**src/ecd_pkg.sv**
```systemverilog
// Shared types, constants and the month length table for the epoch to
// calendar converter. No dependencies; every other file in src but ecd_intf imports it.

package ecd_pkg;

    localparam logic [31:0] SecsPerDay  = 32'd86400;
    localparam logic [31:0] SecsPerHour = 32'd3600;
    localparam logic [31:0] SecsPerMin  = 32'd60;
    localparam logic [11:0] FirstYear   = 12'd1970;

    // Residues of the first year and their wrap values, used to track the leap rule incrementally.
    localparam logic [1:0]  FirstMod4   = 2'd2;
    localparam logic [6:0]  FirstMod100 = 7'd70;
    localparam logic [8:0]  FirstMod400 = 9'd370;
    localparam logic [6:0]  LastMod100  = 7'd99;
    localparam logic [8:0]  LastMod400  = 9'd399;

    localparam logic [8:0]  DaysLeapYear   = 9'd366;
    localparam logic [8:0]  DaysCommonYear = 9'd365;

    localparam logic [3:0]  MonthJan = 4'd1;
    localparam logic [3:0]  MonthFeb = 4'd2;
    localparam logic [3:0]  MonthDec = 4'd12;

    localparam logic [3:0]  DayBits  = 4'd15;
    localparam logic [3:0]  HourBits = 4'd4;
    localparam logic [3:0]  MinBits  = 4'd5;

    typedef enum logic [2:0] {
        ST_IDLE,
        ST_DAYS,
        ST_HOURS,
        ST_MINS,
        ST_YEARS,
        ST_MONTHS,
        ST_DONE
    } ecd_state_t;

    typedef struct packed {
        logic [31:0] a;
        logic [31:0] b;
    } ecd_sub_req_t;

    typedef struct packed {
        logic        ge;
        logic [31:0] diff;
    } ecd_sub_rsp_t;

    typedef struct packed {
        logic [11:0] year;
        logic [3:0]  month;
        logic [4:0]  day_of_month;
        logic [4:0]  hour;
        logic [5:0]  minute;
        logic [5:0]  second;
    } ecd_result_t;

    function automatic logic [4:0] month_len(input logic [3:0] month, input logic leap);
        logic [4:0] len;
        case (month)
            4'd1:     len = 5'd31;
            MonthFeb: len = leap ? 5'd29 : 5'd28;
            4'd3:     len = 5'd31;
            4'd4:     len = 5'd30;
            4'd5:     len = 5'd31;
            4'd6:     len = 5'd30;
            4'd7:     len = 5'd31;
            4'd8:     len = 5'd31;
            4'd9:     len = 5'd30;
            4'd10:    len = 5'd31;
            4'd11:    len = 5'd30;
            4'd12:    len = 5'd31;
            default:  len = 5'd31;
        endcase
        return len;
    endfunction

endpackage

```
**src/ecd_intf.sv**
```systemverilog
// Handshake channels of the converter: the timestamp word in and the
// calendar word out. Depends on nothing.

interface ecd_in_if;
    logic        valid;
    logic        ready;
    logic [31:0] epoch_seconds;

    modport source (output valid, output epoch_seconds, input ready);
    modport sink   (input valid, input epoch_seconds, output ready);
endinterface

interface ecd_out_if;
    logic        valid;
    logic        ready;
    logic [11:0] year;
    logic [3:0]  month;
    logic [4:0]  day_of_month;
    logic [4:0]  hour;
    logic [5:0]  minute;
    logic [5:0]  second;

    modport source (output valid, output year, output month, output day_of_month,
                    output hour, output minute, output second, input ready);
    modport sink   (input valid, input year, input month, input day_of_month,
                    input hour, input minute, input second, output ready);
endinterface

```
**src/ecd_sub_unit.sv**
```systemverilog
// Shared 32-bit compare and subtract unit, used for every division step and
// every year and month subtraction. Depends on ecd_pkg.

module ecd_sub_unit
    import ecd_pkg::*;
(
    input  ecd_sub_req_t req,
    output ecd_sub_rsp_t rsp
);

    logic [32:0] wide_diff;

    assign wide_diff = {1'b0, req.a} - {1'b0, req.b};
    assign rsp.ge    = ~wide_diff[32];
    assign rsp.diff  = wide_diff[31:0];

endmodule

```
**src/ecd_ctrl.sv**
```systemverilog
// Sequencer of the converter: restoring division by day, hour and minute,
// then year and month stepping, all through the shared subtract unit.
// Depends on ecd_pkg.

module ecd_ctrl
    import ecd_pkg::*;
(
    input  logic         clk,
    input  logic         rst_n,
    input  logic         start,
    input  logic [31:0]  epoch_seconds,
    output logic         idle,
    output logic         done,
    input  logic         ack,
    output ecd_result_t  result,
    output ecd_sub_req_t sub_req,
    input  ecd_sub_rsp_t sub_rsp
);

    ecd_state_t  state_reg, state_next;
    logic [3:0]  bit_reg;
    logic [31:0] rem_reg;
    logic [15:0] days_reg;
    logic [4:0]  hour_reg;
    logic [5:0]  minute_reg;
    logic [11:0] year_reg;
    logic [3:0]  month_reg;
    logic [1:0]  mod4_reg;
    logic [6:0]  mod100_reg;
    logic [8:0]  mod400_reg;
    logic        leap;
    logic        last_bit;
    logic        month_step;

    assign leap       = (mod4_reg == 2'd0) && ((mod100_reg != 7'd0) || (mod400_reg == 9'd0));
    assign last_bit   = (bit_reg == 4'd0);
    assign month_step = (month_reg != MonthDec) && sub_rsp.ge;

    always_comb
    begin
        state_next = state_reg;
        case (state_reg)
            ST_IDLE:   if (start) state_next = ST_DAYS;
            ST_DAYS:   if (last_bit) state_next = ST_HOURS;
            ST_HOURS:  if (last_bit) state_next = ST_MINS;
            ST_MINS:   if (last_bit) state_next = ST_YEARS;
            ST_YEARS:  if (!sub_rsp.ge) state_next = ST_MONTHS;
            ST_MONTHS: if (!month_step) state_next = ST_DONE;
            ST_DONE:   if (ack) state_next = ST_IDLE;
            default:   state_next = ST_IDLE;
        endcase
    end

    always_comb
    begin
        idle      = 1'b0;
        done      = 1'b0;
        sub_req.a = rem_reg;
        sub_req.b = 32'd0;
        case (state_reg)
            ST_IDLE:   idle = 1'b1;
            ST_DAYS:   sub_req.b = SecsPerDay << bit_reg;
            ST_HOURS:  sub_req.b = SecsPerHour << bit_reg;
            ST_MINS:   sub_req.b = SecsPerMin << bit_reg;
            ST_YEARS:
            begin
                sub_req.a = {16'd0, days_reg};
                sub_req.b = {23'd0, leap ? DaysLeapYear : DaysCommonYear};
            end
            ST_MONTHS:
            begin
                sub_req.a = {16'd0, days_reg};
                sub_req.b = {27'd0, month_len(month_reg, leap)};
            end
            ST_DONE:   done = 1'b1;
            default:   idle = 1'b0;
        endcase
    end

    always_ff @(posedge clk or negedge rst_n)
    begin
        if (!rst_n)
        begin
            state_reg <= ST_IDLE;
        end
        else
        begin
            state_reg <= state_next;
        end
    end

    // Datapath registers; each step either keeps or takes the unit's difference.
    always_ff @(posedge clk)
    begin
        case (state_reg)
            ST_IDLE:
            begin
                if (start)
                begin
                    rem_reg    <= epoch_seconds;
                    days_reg   <= 16'd0;
                    bit_reg    <= DayBits;
                    year_reg   <= FirstYear;
                    month_reg  <= MonthJan;
                    mod4_reg   <= FirstMod4;
                    mod100_reg <= FirstMod100;
                    mod400_reg <= FirstMod400;
                end
            end
            ST_DAYS:
            begin
                if (sub_rsp.ge) rem_reg <= sub_rsp.diff;
                days_reg <= {days_reg[14:0], sub_rsp.ge};
                bit_reg  <= last_bit ? HourBits : bit_reg - 4'd1;
            end
            ST_HOURS:
            begin
                if (sub_rsp.ge) rem_reg <= sub_rsp.diff;
                hour_reg <= {hour_reg[3:0], sub_rsp.ge};
                bit_reg  <= last_bit ? MinBits : bit_reg - 4'd1;
            end
            ST_MINS:
            begin
                if (sub_rsp.ge) rem_reg <= sub_rsp.diff;
                minute_reg <= {minute_reg[4:0], sub_rsp.ge};
                bit_reg    <= bit_reg - 4'd1;
            end
            ST_YEARS:
            begin
                if (sub_rsp.ge)
                begin
                    days_reg   <= sub_rsp.diff[15:0];
                    year_reg   <= year_reg + 12'd1;
                    mod4_reg   <= mod4_reg + 2'd1;
                    mod100_reg <= (mod100_reg == LastMod100) ? 7'd0 : mod100_reg + 7'd1;
                    mod400_reg <= (mod400_reg == LastMod400) ? 9'd0 : mod400_reg + 9'd1;
                end
            end
            ST_MONTHS:
            begin
                if (month_step)
                begin
                    days_reg  <= sub_rsp.diff[15:0];
                    month_reg <= month_reg + 4'd1;
                end
            end
            default:
            begin
                bit_reg <= bit_reg;
            end
        endcase
    end

    assign result.year         = year_reg;
    assign result.month        = month_reg;
    assign result.day_of_month = days_reg[4:0] + 5'd1;
    assign result.hour         = hour_reg;
    assign result.minute       = minute_reg;
    assign result.second       = rem_reg[5:0];

    a_start_enters_days: assert property (@(posedge clk) disable iff (!rst_n)
        (state_reg == ST_IDLE && start) |=> (state_reg == ST_DAYS))
        else $error("accepted word did not start the day division");

    a_days_to_hours: assert property (@(posedge clk) disable iff (!rst_n)
        (state_reg == ST_DAYS && last_bit) |=> (state_reg == ST_HOURS && bit_reg == HourBits))
        else $error("day division did not hand over to the hour division");

    a_done_month_range: assert property (@(posedge clk) disable iff (!rst_n)
        (state_reg == ST_DONE) |-> (month_reg >= MonthJan && month_reg <= MonthDec))
        else $error("month out of range at completion");

    a_done_year_range: assert property (@(posedge clk) disable iff (!rst_n)
        (state_reg == ST_DONE) |-> (year_reg >= FirstYear && year_reg <= 12'd2106
                                    && days_reg < 16'd31 && rem_reg < 32'd60))
        else $error("year, day or second out of range at completion");

    a_done_holds: assert property (@(posedge clk) disable iff (!rst_n)
        (state_reg == ST_DONE && !ack) |=> (state_reg == ST_DONE && $stable(days_reg)))
        else $error("finished result left before it was taken");

endmodule

```
**src/epoch_seconds_to_calendar_date.sv**
```systemverilog
// Top level of the epoch seconds to Gregorian date converter: the sequencer,
// the shared subtract unit and the output register. Depends on ecd_pkg,
// ecd_intf, ecd_sub_unit and ecd_ctrl.
//
//   Channel  Direction  Word
//   stamp    in         epoch_seconds (32 bits)
//   date     out        year, month, day_of_month, hour, minute, second
//
// Every division bit and every year and month step of a word is done by the
// single shared subtractor, so the sequencer takes one word at a time.
// Reset clears the sequencer and the output valid flag; the datapath and output registers are not reset.
// A finished result moves into the output register as soon as it is free, so a
// stalled output holds back the next word only once that word is finished too.

module epoch_seconds_to_calendar_date
    import ecd_pkg::*;
(
    input  logic     clk,
    input  logic     rst_n,
    ecd_in_if.sink   stamp,
    ecd_out_if.source date
);

    ecd_sub_req_t sub_req;
    ecd_sub_rsp_t sub_rsp;
    ecd_result_t  result;
    ecd_result_t  out_reg;
    logic         out_valid_reg;
    logic         idle;
    logic         done;
    logic         load;
    logic         start;

    assign stamp.ready = idle;
    assign start       = stamp.valid && idle;
    assign load        = done && (!out_valid_reg || date.ready);

    ecd_ctrl u_ctrl (
        .clk           (clk),
        .rst_n         (rst_n),
        .start         (start),
        .epoch_seconds (stamp.epoch_seconds),
        .idle          (idle),
        .done          (done),
        .ack           (load),
        .result        (result),
        .sub_req       (sub_req),
        .sub_rsp       (sub_rsp)
    );

    ecd_sub_unit u_sub (
        .req (sub_req),
        .rsp (sub_rsp)
    );

    always_ff @(posedge clk or negedge rst_n)
    begin
        if (!rst_n)
        begin
            out_valid_reg <= 1'b0;
        end
        else if (load)
        begin
            out_valid_reg <= 1'b1;
        end
        else if (date.ready)
        begin
            out_valid_reg <= 1'b0;
        end
    end

    always_ff @(posedge clk)
    begin
        if (load)
        begin
            out_reg <= result;
        end
    end

    assign date.valid        = out_valid_reg;
    assign date.year         = out_reg.year;
    assign date.month        = out_reg.month;
    assign date.day_of_month = out_reg.day_of_month;
    assign date.hour         = out_reg.hour;
    assign date.minute       = out_reg.minute;
    assign date.second       = out_reg.second;

endmodule
```
**src/flat_wrapper.sv**
```systemverilog
// flat-port wrapper written by rule: the top's interface ports become plain ports
module epoch_seconds_to_calendar_date_flat import ecd_pkg::*;
  (clk, rst_n, stamp_valid, stamp_epoch_seconds, stamp_ready, date_valid, date_year, date_month, date_day_of_month, date_hour, date_minute, date_second, date_ready);
  ecd_in_if stamp_i ();
  ecd_out_if date_i ();
  input  logic clk;
  input  logic rst_n;
  input wire logic [$bits(stamp_i.valid)-1:0] stamp_valid;
  input wire logic [$bits(stamp_i.epoch_seconds)-1:0] stamp_epoch_seconds;
  output wire logic [$bits(stamp_i.ready)-1:0] stamp_ready;
  output wire logic [$bits(date_i.valid)-1:0] date_valid;
  output wire logic [$bits(date_i.year)-1:0] date_year;
  output wire logic [$bits(date_i.month)-1:0] date_month;
  output wire logic [$bits(date_i.day_of_month)-1:0] date_day_of_month;
  output wire logic [$bits(date_i.hour)-1:0] date_hour;
  output wire logic [$bits(date_i.minute)-1:0] date_minute;
  output wire logic [$bits(date_i.second)-1:0] date_second;
  input wire logic [$bits(date_i.ready)-1:0] date_ready;
  assign stamp_i.valid = stamp_valid;
  assign stamp_i.epoch_seconds = stamp_epoch_seconds;
  assign stamp_ready = stamp_i.ready;
  assign date_valid = date_i.valid;
  assign date_year = date_i.year;
  assign date_month = date_i.month;
  assign date_day_of_month = date_i.day_of_month;
  assign date_hour = date_i.hour;
  assign date_minute = date_i.minute;
  assign date_second = date_i.second;
  assign date_i.ready = date_ready;
  epoch_seconds_to_calendar_date u_core (.clk(clk), .rst_n(rst_n), .stamp(stamp_i), .date(date_i));
endmodule
```
**config.mk**
```make
export PLATFORM = sky130hd
export DESIGN_NAME = epoch_seconds_to_calendar_date_flat
export DESIGN_NICKNAME = d
export VERILOG_FILES = /design/src/ecd_pkg.sv /design/src/ecd_intf.sv /design/src/ecd_sub_unit.sv /design/src/ecd_ctrl.sv /design/src/epoch_seconds_to_calendar_date.sv /design/src/flat_wrapper.sv
export SDC_FILE = /design/constraint.sdc
export NUM_CORES = 1
export LEC_CHECK = 0
export ABC_CLOCK_PERIOD_IN_PS = 8620
export CORE_MARGIN = 5
export CORE_UTILIZATION = 50
export CTS_BUF_LIST = sky130_fd_sc_hd__clkbuf_8
export DETAILED_ROUTE_END_ITERATION = 12
export DONT_BUFFER_PORTS = 1
export GPL_TIMING_DRIVEN = 0
export HOLD_SLACK_MARGIN = 0.02
export PLACE_DENSITY = 0.61
export SLEW_MARGIN = 20
export SYNTH_ARGS = -nofsm -noshare
export SYNTH_HDL_FRONTEND = slang
export SYNTH_HIERARCHICAL = 1
export SYNTH_SLANG_ARGS = --single-unit
```
**constraint.sdc**
```tcl
create_clock -name clk -period 8.62 [get_ports clk]
set_input_delay 1.724 -clock clk [delete_from_list [all_inputs] [get_ports clk]]
set_output_delay 1.724 -clock clk [all_outputs]
set_load 0.01 [all_outputs]
```
# [Yosys cells after proc, flatten, opt, wreduce, memory -nomap -nowiden]
# Cells that the tools add are included.
[op_classes] multipliers=0 div_mod_pow=0 n_eq_ne=24 n_reduce_logical=27 n_mux=45 magnitude_cmp=0 bitwise_logic=1 n_addsub=8 shift=3
[ops] operator="32-bit case mux with 5 select lines" count=1
[ops] operator="32-bit 2-to-1 mux" count=3
[ops] operator="16-bit case mux with 4 select lines" count=1
[ops] operator="32-bit case mux with 2 select lines" count=1
[ops] operator="16-bit 2-to-1 mux" count=3
[ops] operator="32-bit by 32-bit subtractor with 33-bit output" count=1
[ops] operator="12-bit by 4-bit << shifter with 32-bit output, first input constant" count=1
[ops] operator="17-bit by 4-bit << shifter with 32-bit output, first input constant" count=1
[ops] operator="6-bit by 4-bit << shifter with 32-bit output, first input constant" count=1
[ops] operator="9-bit 2-to-1 mux" count=3
[ops] operator="12-bit 2-to-1 mux" count=2
[ops] operator="12-bit case mux with 2 select lines" count=1
[ops] operator="3-bit 2-to-1 mux" count=7
[ops] operator="7-bit 2-to-1 mux" count=3
[ops] operator="3-bit case mux with 7 select lines" count=1
[ops] operator="4-bit 2-to-1 mux" count=5
[ops] operator="9-bit case mux with 2 select lines" count=1
[ops] operator="2-bit inequality test, second input constant" count=8
[ops] operator="4-bit case mux with 4 select lines" count=1
[ops] operator="7-bit case mux with 2 select lines" count=1
[ops] operator="12-bit by 1-bit adder with 12-bit output, second input constant" count=1
[ops] operator="9-bit by 1-bit adder with 9-bit output, second input constant" count=1
[ops] operator="3-bit equality test, second input constant" count=3
[ops] operator="9-bit equality test, second input constant" count=1
[ops] operator="other kinds (35)" count=56
[totals] ramBits=0 mem_bits_ro=0 memories=0 inputBits=36 word_cells=126 latchBits=0 register_bits=139 output_inout_bits=40

# [Logic depth before layout (Yosys ltp)]
[depth] depth_word=11 depth_mapped=20 depth_no_buf=18

# [Cells and area by module]
# The synthesis kept the hierarchy.
[by_module_without_submodules] module="ecd_ctrl" n_inst=1 cells_per_inst=665 area_each_um2=5968.2
[by_module_without_submodules] module="ecd_sub_unit" n_inst=1 cells_per_inst=306 area_each_um2=1979.4
[by_module_without_submodules] module="epoch_seconds_to_calendar_date" n_inst=1 cells_per_inst=43 area_each_um2=1191.1

# [Worst setup path after synthesis]
# OpenSTA, ideal clock, no wires.
[synth_timing] kind="flip-flop to flip-flop" from="register u_core.u_ctrl.state_reg[2]" to="register u_core.u_ctrl.rem_reg[0] (enable)" slack_ns=2.726 t_required_ns=8.154 period_less_slack_ns=5.894 arrival_time_ns=5.428 stages_incl_launch_ff=19 setup_ns=0.466 cell_sequence="dfrtp_1 buf_2 nor3b_2 nand3_1 o21ai_0 nand2_1 a21oi_1 inv_1 ha_1 buf_2 and3_1 and2_1 nand2_1 nor3_1 nand4_1 o21ai_1 a31o_1 inv_1 o21ai_0"
[synth_rtl] item="from (decl)" line_no="ecd_ctrl.sv:20" text="ecd_state_t state_reg, state_next;"
[synth_rtl] item="from (signal assigned)" line_no="ecd_ctrl.sv:88" text="state_reg <= state_next;"
[synth_rtl] item="to (signal assigned)" line_no="ecd_ctrl.sv:100" text="rem_reg <= epoch_seconds;"
[synth_rtl] item="to (signal assigned)" line_no="ecd_ctrl.sv:112" text="if (sub_rsp.ge) rem_reg <= sub_rsp.diff;"
[synth_rtl] item="to (signal assigned)" line_no="ecd_ctrl.sv:118" text="if (sub_rsp.ge) rem_reg <= sub_rsp.diff;"
[synth_rtl] item="to (decl)" line_no="ecd_ctrl.sv:22" text="logic [31:0] rem_reg;"

==> summary.txt <==
Routing
  – Antenna-violating nets left: 0
  – # DRC: 0
  – Total wire length: 23,900 um
  – Routed length per placed instance: 18.7 um
  – Iteration-0 DRC Markers: 619
  – Via density per instance: 5.78
  – Routed vias: 7,395
  – Drt first pass iters: 5

Final layout
  – Area Overhead vs Synth: 8.80%
  – Sequential cell area: 4150 um2
  – Largest register FFs: 32
  – Share of layout cells above drive strength 1: 0.0819
  – N_diodes: 0
  – Area occupied by multi-input gates: 4510 um2
  – Fill cells: 1,694
  – Final core utilization: 0.554
  – Nets: 1,118

Placed design
  – Number of port buffers: 0
  – Placer Congestion: 0.958
  – DP HPWL: 17,800 um

Setup path
  – Crit start category: flip-flop
  – Worst R2R Start: u_core/u_ctrl/state_reg[2]$_DFFE_PN0P_
  – Critical path origin: u_core/u_ctrl/state_reg[2]$_DFFE_PN0P_
  – Crit. End Element: flip-flop
  – Critical Path Fanout Max: 19
  – Critical setup path kind: reg2reg
  – Critical path arrival: 5.56 ns
  – Data required, critical path: 8.78 ns

Clocking
  – H-tree levels: 4
  – Clock transition at path regs: 0.09 ns
  – Sink Count: 139
  – Resize count post-CTS: 0
  – CTS Buffer Depth: 2
  – CTS Buf Count: 17
  – Clk Tree Root Cell: clkbuf_8
  – Post-CTS Repair Setup Buffers: 0
  – Hold bufs inserted after CTS: 0
  – Clock tree from TritonCTS: built
  – Worst-Skew Late Latency: 0.45 ns

STA
  – RSZ-0062 raised after global routing: false
  – Worst Skew: 0.0149 ns
  – TNS Setup: 0 ns
  – Worst Tran Pin Value: 0.927 ns
  – Maximum clock rate: 185 MHz
  – Max_slew headroom: 0.379
  – Share of the cycle needed by the critical path after routing: 0.627
  – Final setup vio count: 0
  – Minimum clock period: 5.40 ns
  – Final hold vios: 0
  – Final Max Slew Viols: 0

Global route
  – Grt ovf: 0
  – GRT Util Overall: 0.223
  – Pin count of the biggest net entering global routing: 25
  – Vias in the first global route: 7,136
  – Global-route wire length before repair: 38,000 um
  – Initial antenna violation count: 0

Floorplan
  – Chip width: 145 um
  – Top Ports: 76
  – Die area: 21,100 um2
  – Die Ht: 145 um
  – Core outline area: 18,000 um2
  – # rows: 49
  – Initial Utilization: 0.509

Hold path
  – Hold_sp: u_core/u_ctrl/hour_reg[4]$_DFFE_PP_
  – HP Class: reg2reg

Synthesis
  – Avg Cell Area, Syn: 9.01 um2
  – Adder-cell share of the synthesized area: 0.0624
  – Synth area leader: edfxtp_1
  – Mapped cell area: 9140 um2
  – Synth Area in Compound Gates: 0.166
  – Yosys top cell area share: 0.444
  – Largest family of logic cells by synthesized area: simple AND/OR/NAND/NOR gates
  – Syn nets: 1,095
  – Synth cell types: 74
  – Yosys warning total: 6
  – Sequential area share after synthesis: 0.455
  – Post-synth top flop: edfxtp_1
  – Multiplexer share of the synthesized area: 0.00438
  – XOR/XNOR share of the synthesized area: 0.0422
  – Flops & latches, synth: 139
  – Share of flip-flops with an asynchronous set or reset: 0.0288
  – Cell count after synthesis: 1,014
  – Fraction of the mapped netlist area in simple logic gates: 0.214
  – EDFF count, synth: 135
  – Top cells by area, synth: edfxtp_1 (44%), nand2_1 (8.7%), ha_1 (6.0%)

Run status
  – Status: finished clean

Run
  – # Max-Cap Violations: 0
-- synthesized netlist by cell type, types with 7 or more instances --
cell	instances
buf_4	7
clkbuf_1	26
nor2b_1	7
nor3_1	15
xnor2_1	28
o21ai_0	49
inv_1	59
a21oi_1	61
ha_1	44
edfxtp_1	135
o21ai_1	9
nand4_1	13
nand2b_1	13
xor2_1	16
and3_1	11
and2_1	22
nand3_1	31
a22o_1	18
o211ai_1	7
nand2_1	212
nor2_1	69
or3_1	12
buf_2	24
a21o_1	15
-- metrics by stage --
| stage | cell area, um2 | setup slack [ns] | hold slack [ns] | std cells |
|---|---|---|---|---|
| floorplan | 9140 | 2.73 | 0.400 | 1014 |
| global placement | 9430 | 0.110 | 0.401 | 1243 |
| detailed placement | 9560 | 3.20 | 0.406 | 1247 |
| CTS | 9940 | 3.18 | 0.428 | 1279 |
| global route | 9940 | 2.93 | 0.436 | 1279 |
| finish | 9940 | 3.22 | 0.426 | 1279 |
-- path summary, 6_finish.rpt --
path / to / slack (ns) / depth (start not counted)
max: u_core/u_ctrl/rem_reg[18]$_DFFE_PP_ / 3.22 / 19
min: u_core/date.hour[4]$_DFFE_PP_ / 0.43 / 0
max reg2reg: u_core/u_ctrl/rem_reg[18]$_DFFE_PP_ / 3.22 / 19
min reg2reg: u_core/date.hour[4]$_DFFE_PP_ / 0.43 / 0
max in group asynchronous: u_core/u_ctrl/state_reg[1]$_DFFE_PN0P_ / 7.58 / 0
min in group asynchronous: u_core/date.valid$_DFFE_PN0P_ / 0.96 / 0
-- critical path, cell delays in order (launching register included) --
cell	delay (ns)
dfrtp_1	0.41
buf_2	0.20
nor3b_2	0.78
nand3_1	0.13
o21ai_0	0.17
nand2_1	0.10
a21oi_1	0.15
inv_1	0.08
ha_1	0.27
buf_2	0.18
and3_1	0.24
and2_1	0.16
nand2_1	0.07
nor3_1	0.26
nand4_1	0.14
o21ai_1	0.31
a31o_1	0.44
inv_1	0.19
o21ai_4	0.57
buf_16	0.24
-- placed cells by master (no fill, tap or decap), types with 6 or more instances in the layout --
master,count
nor3_1,15
inv_1,59
clkbuf_8,17
nand4_1,13
a21oi_1,61
buf_2,24
or3_1,12
nand2b_1,13
inv_6,6
a21o_1,15
ha_1,44
o211ai_1,7
xor2_1,16
nor2_1,69
o21ai_1,9
nor2b_1,7
buf_4,7
clkbuf_1,26
nand2_1,212
o21ai_0,47
edfxtp_1,135
a22o_1,18
and2_1,21
a31oi_1,6
o21a_1,6
and3_1,11
xnor2_1,28
nand3_1,31
-- metal layers --
metal  global-route usage  vias up  wire length, um
met5                    0        -                0
met4               0.0760        0              518
met3               0.0343       35             1270
met2                0.351      243            11000
met1                0.315     3463            11000
li1                     -     3654                -
-- cells by family after synthesis --
| family | count (synthesis) |
|---|---|
| and+or+nand+nor | 430 |
| AOI/OAI and AO/OA | 231 |
| DFF | 139 |
| buffers and inverters | 121 |
| adders and majority gates | 45 |
| xor gates and xnor gates | 44 |
| muxes | 4 |
-- final cells by class --
type	count	area share
multi-input combinational	754	0.454
tap	229	0.0288
timing repair buffer	4	0.00944
buffer	59	0.0279
clock inverter	15	0.0155
clock buffer	17	0.0235
inverter	62	0.0234
sequential	139	0.418
Power is left out: the tool's default activity adds up to more than one toggle a clock period on the data nets, which glitch-free logic cannot reach.
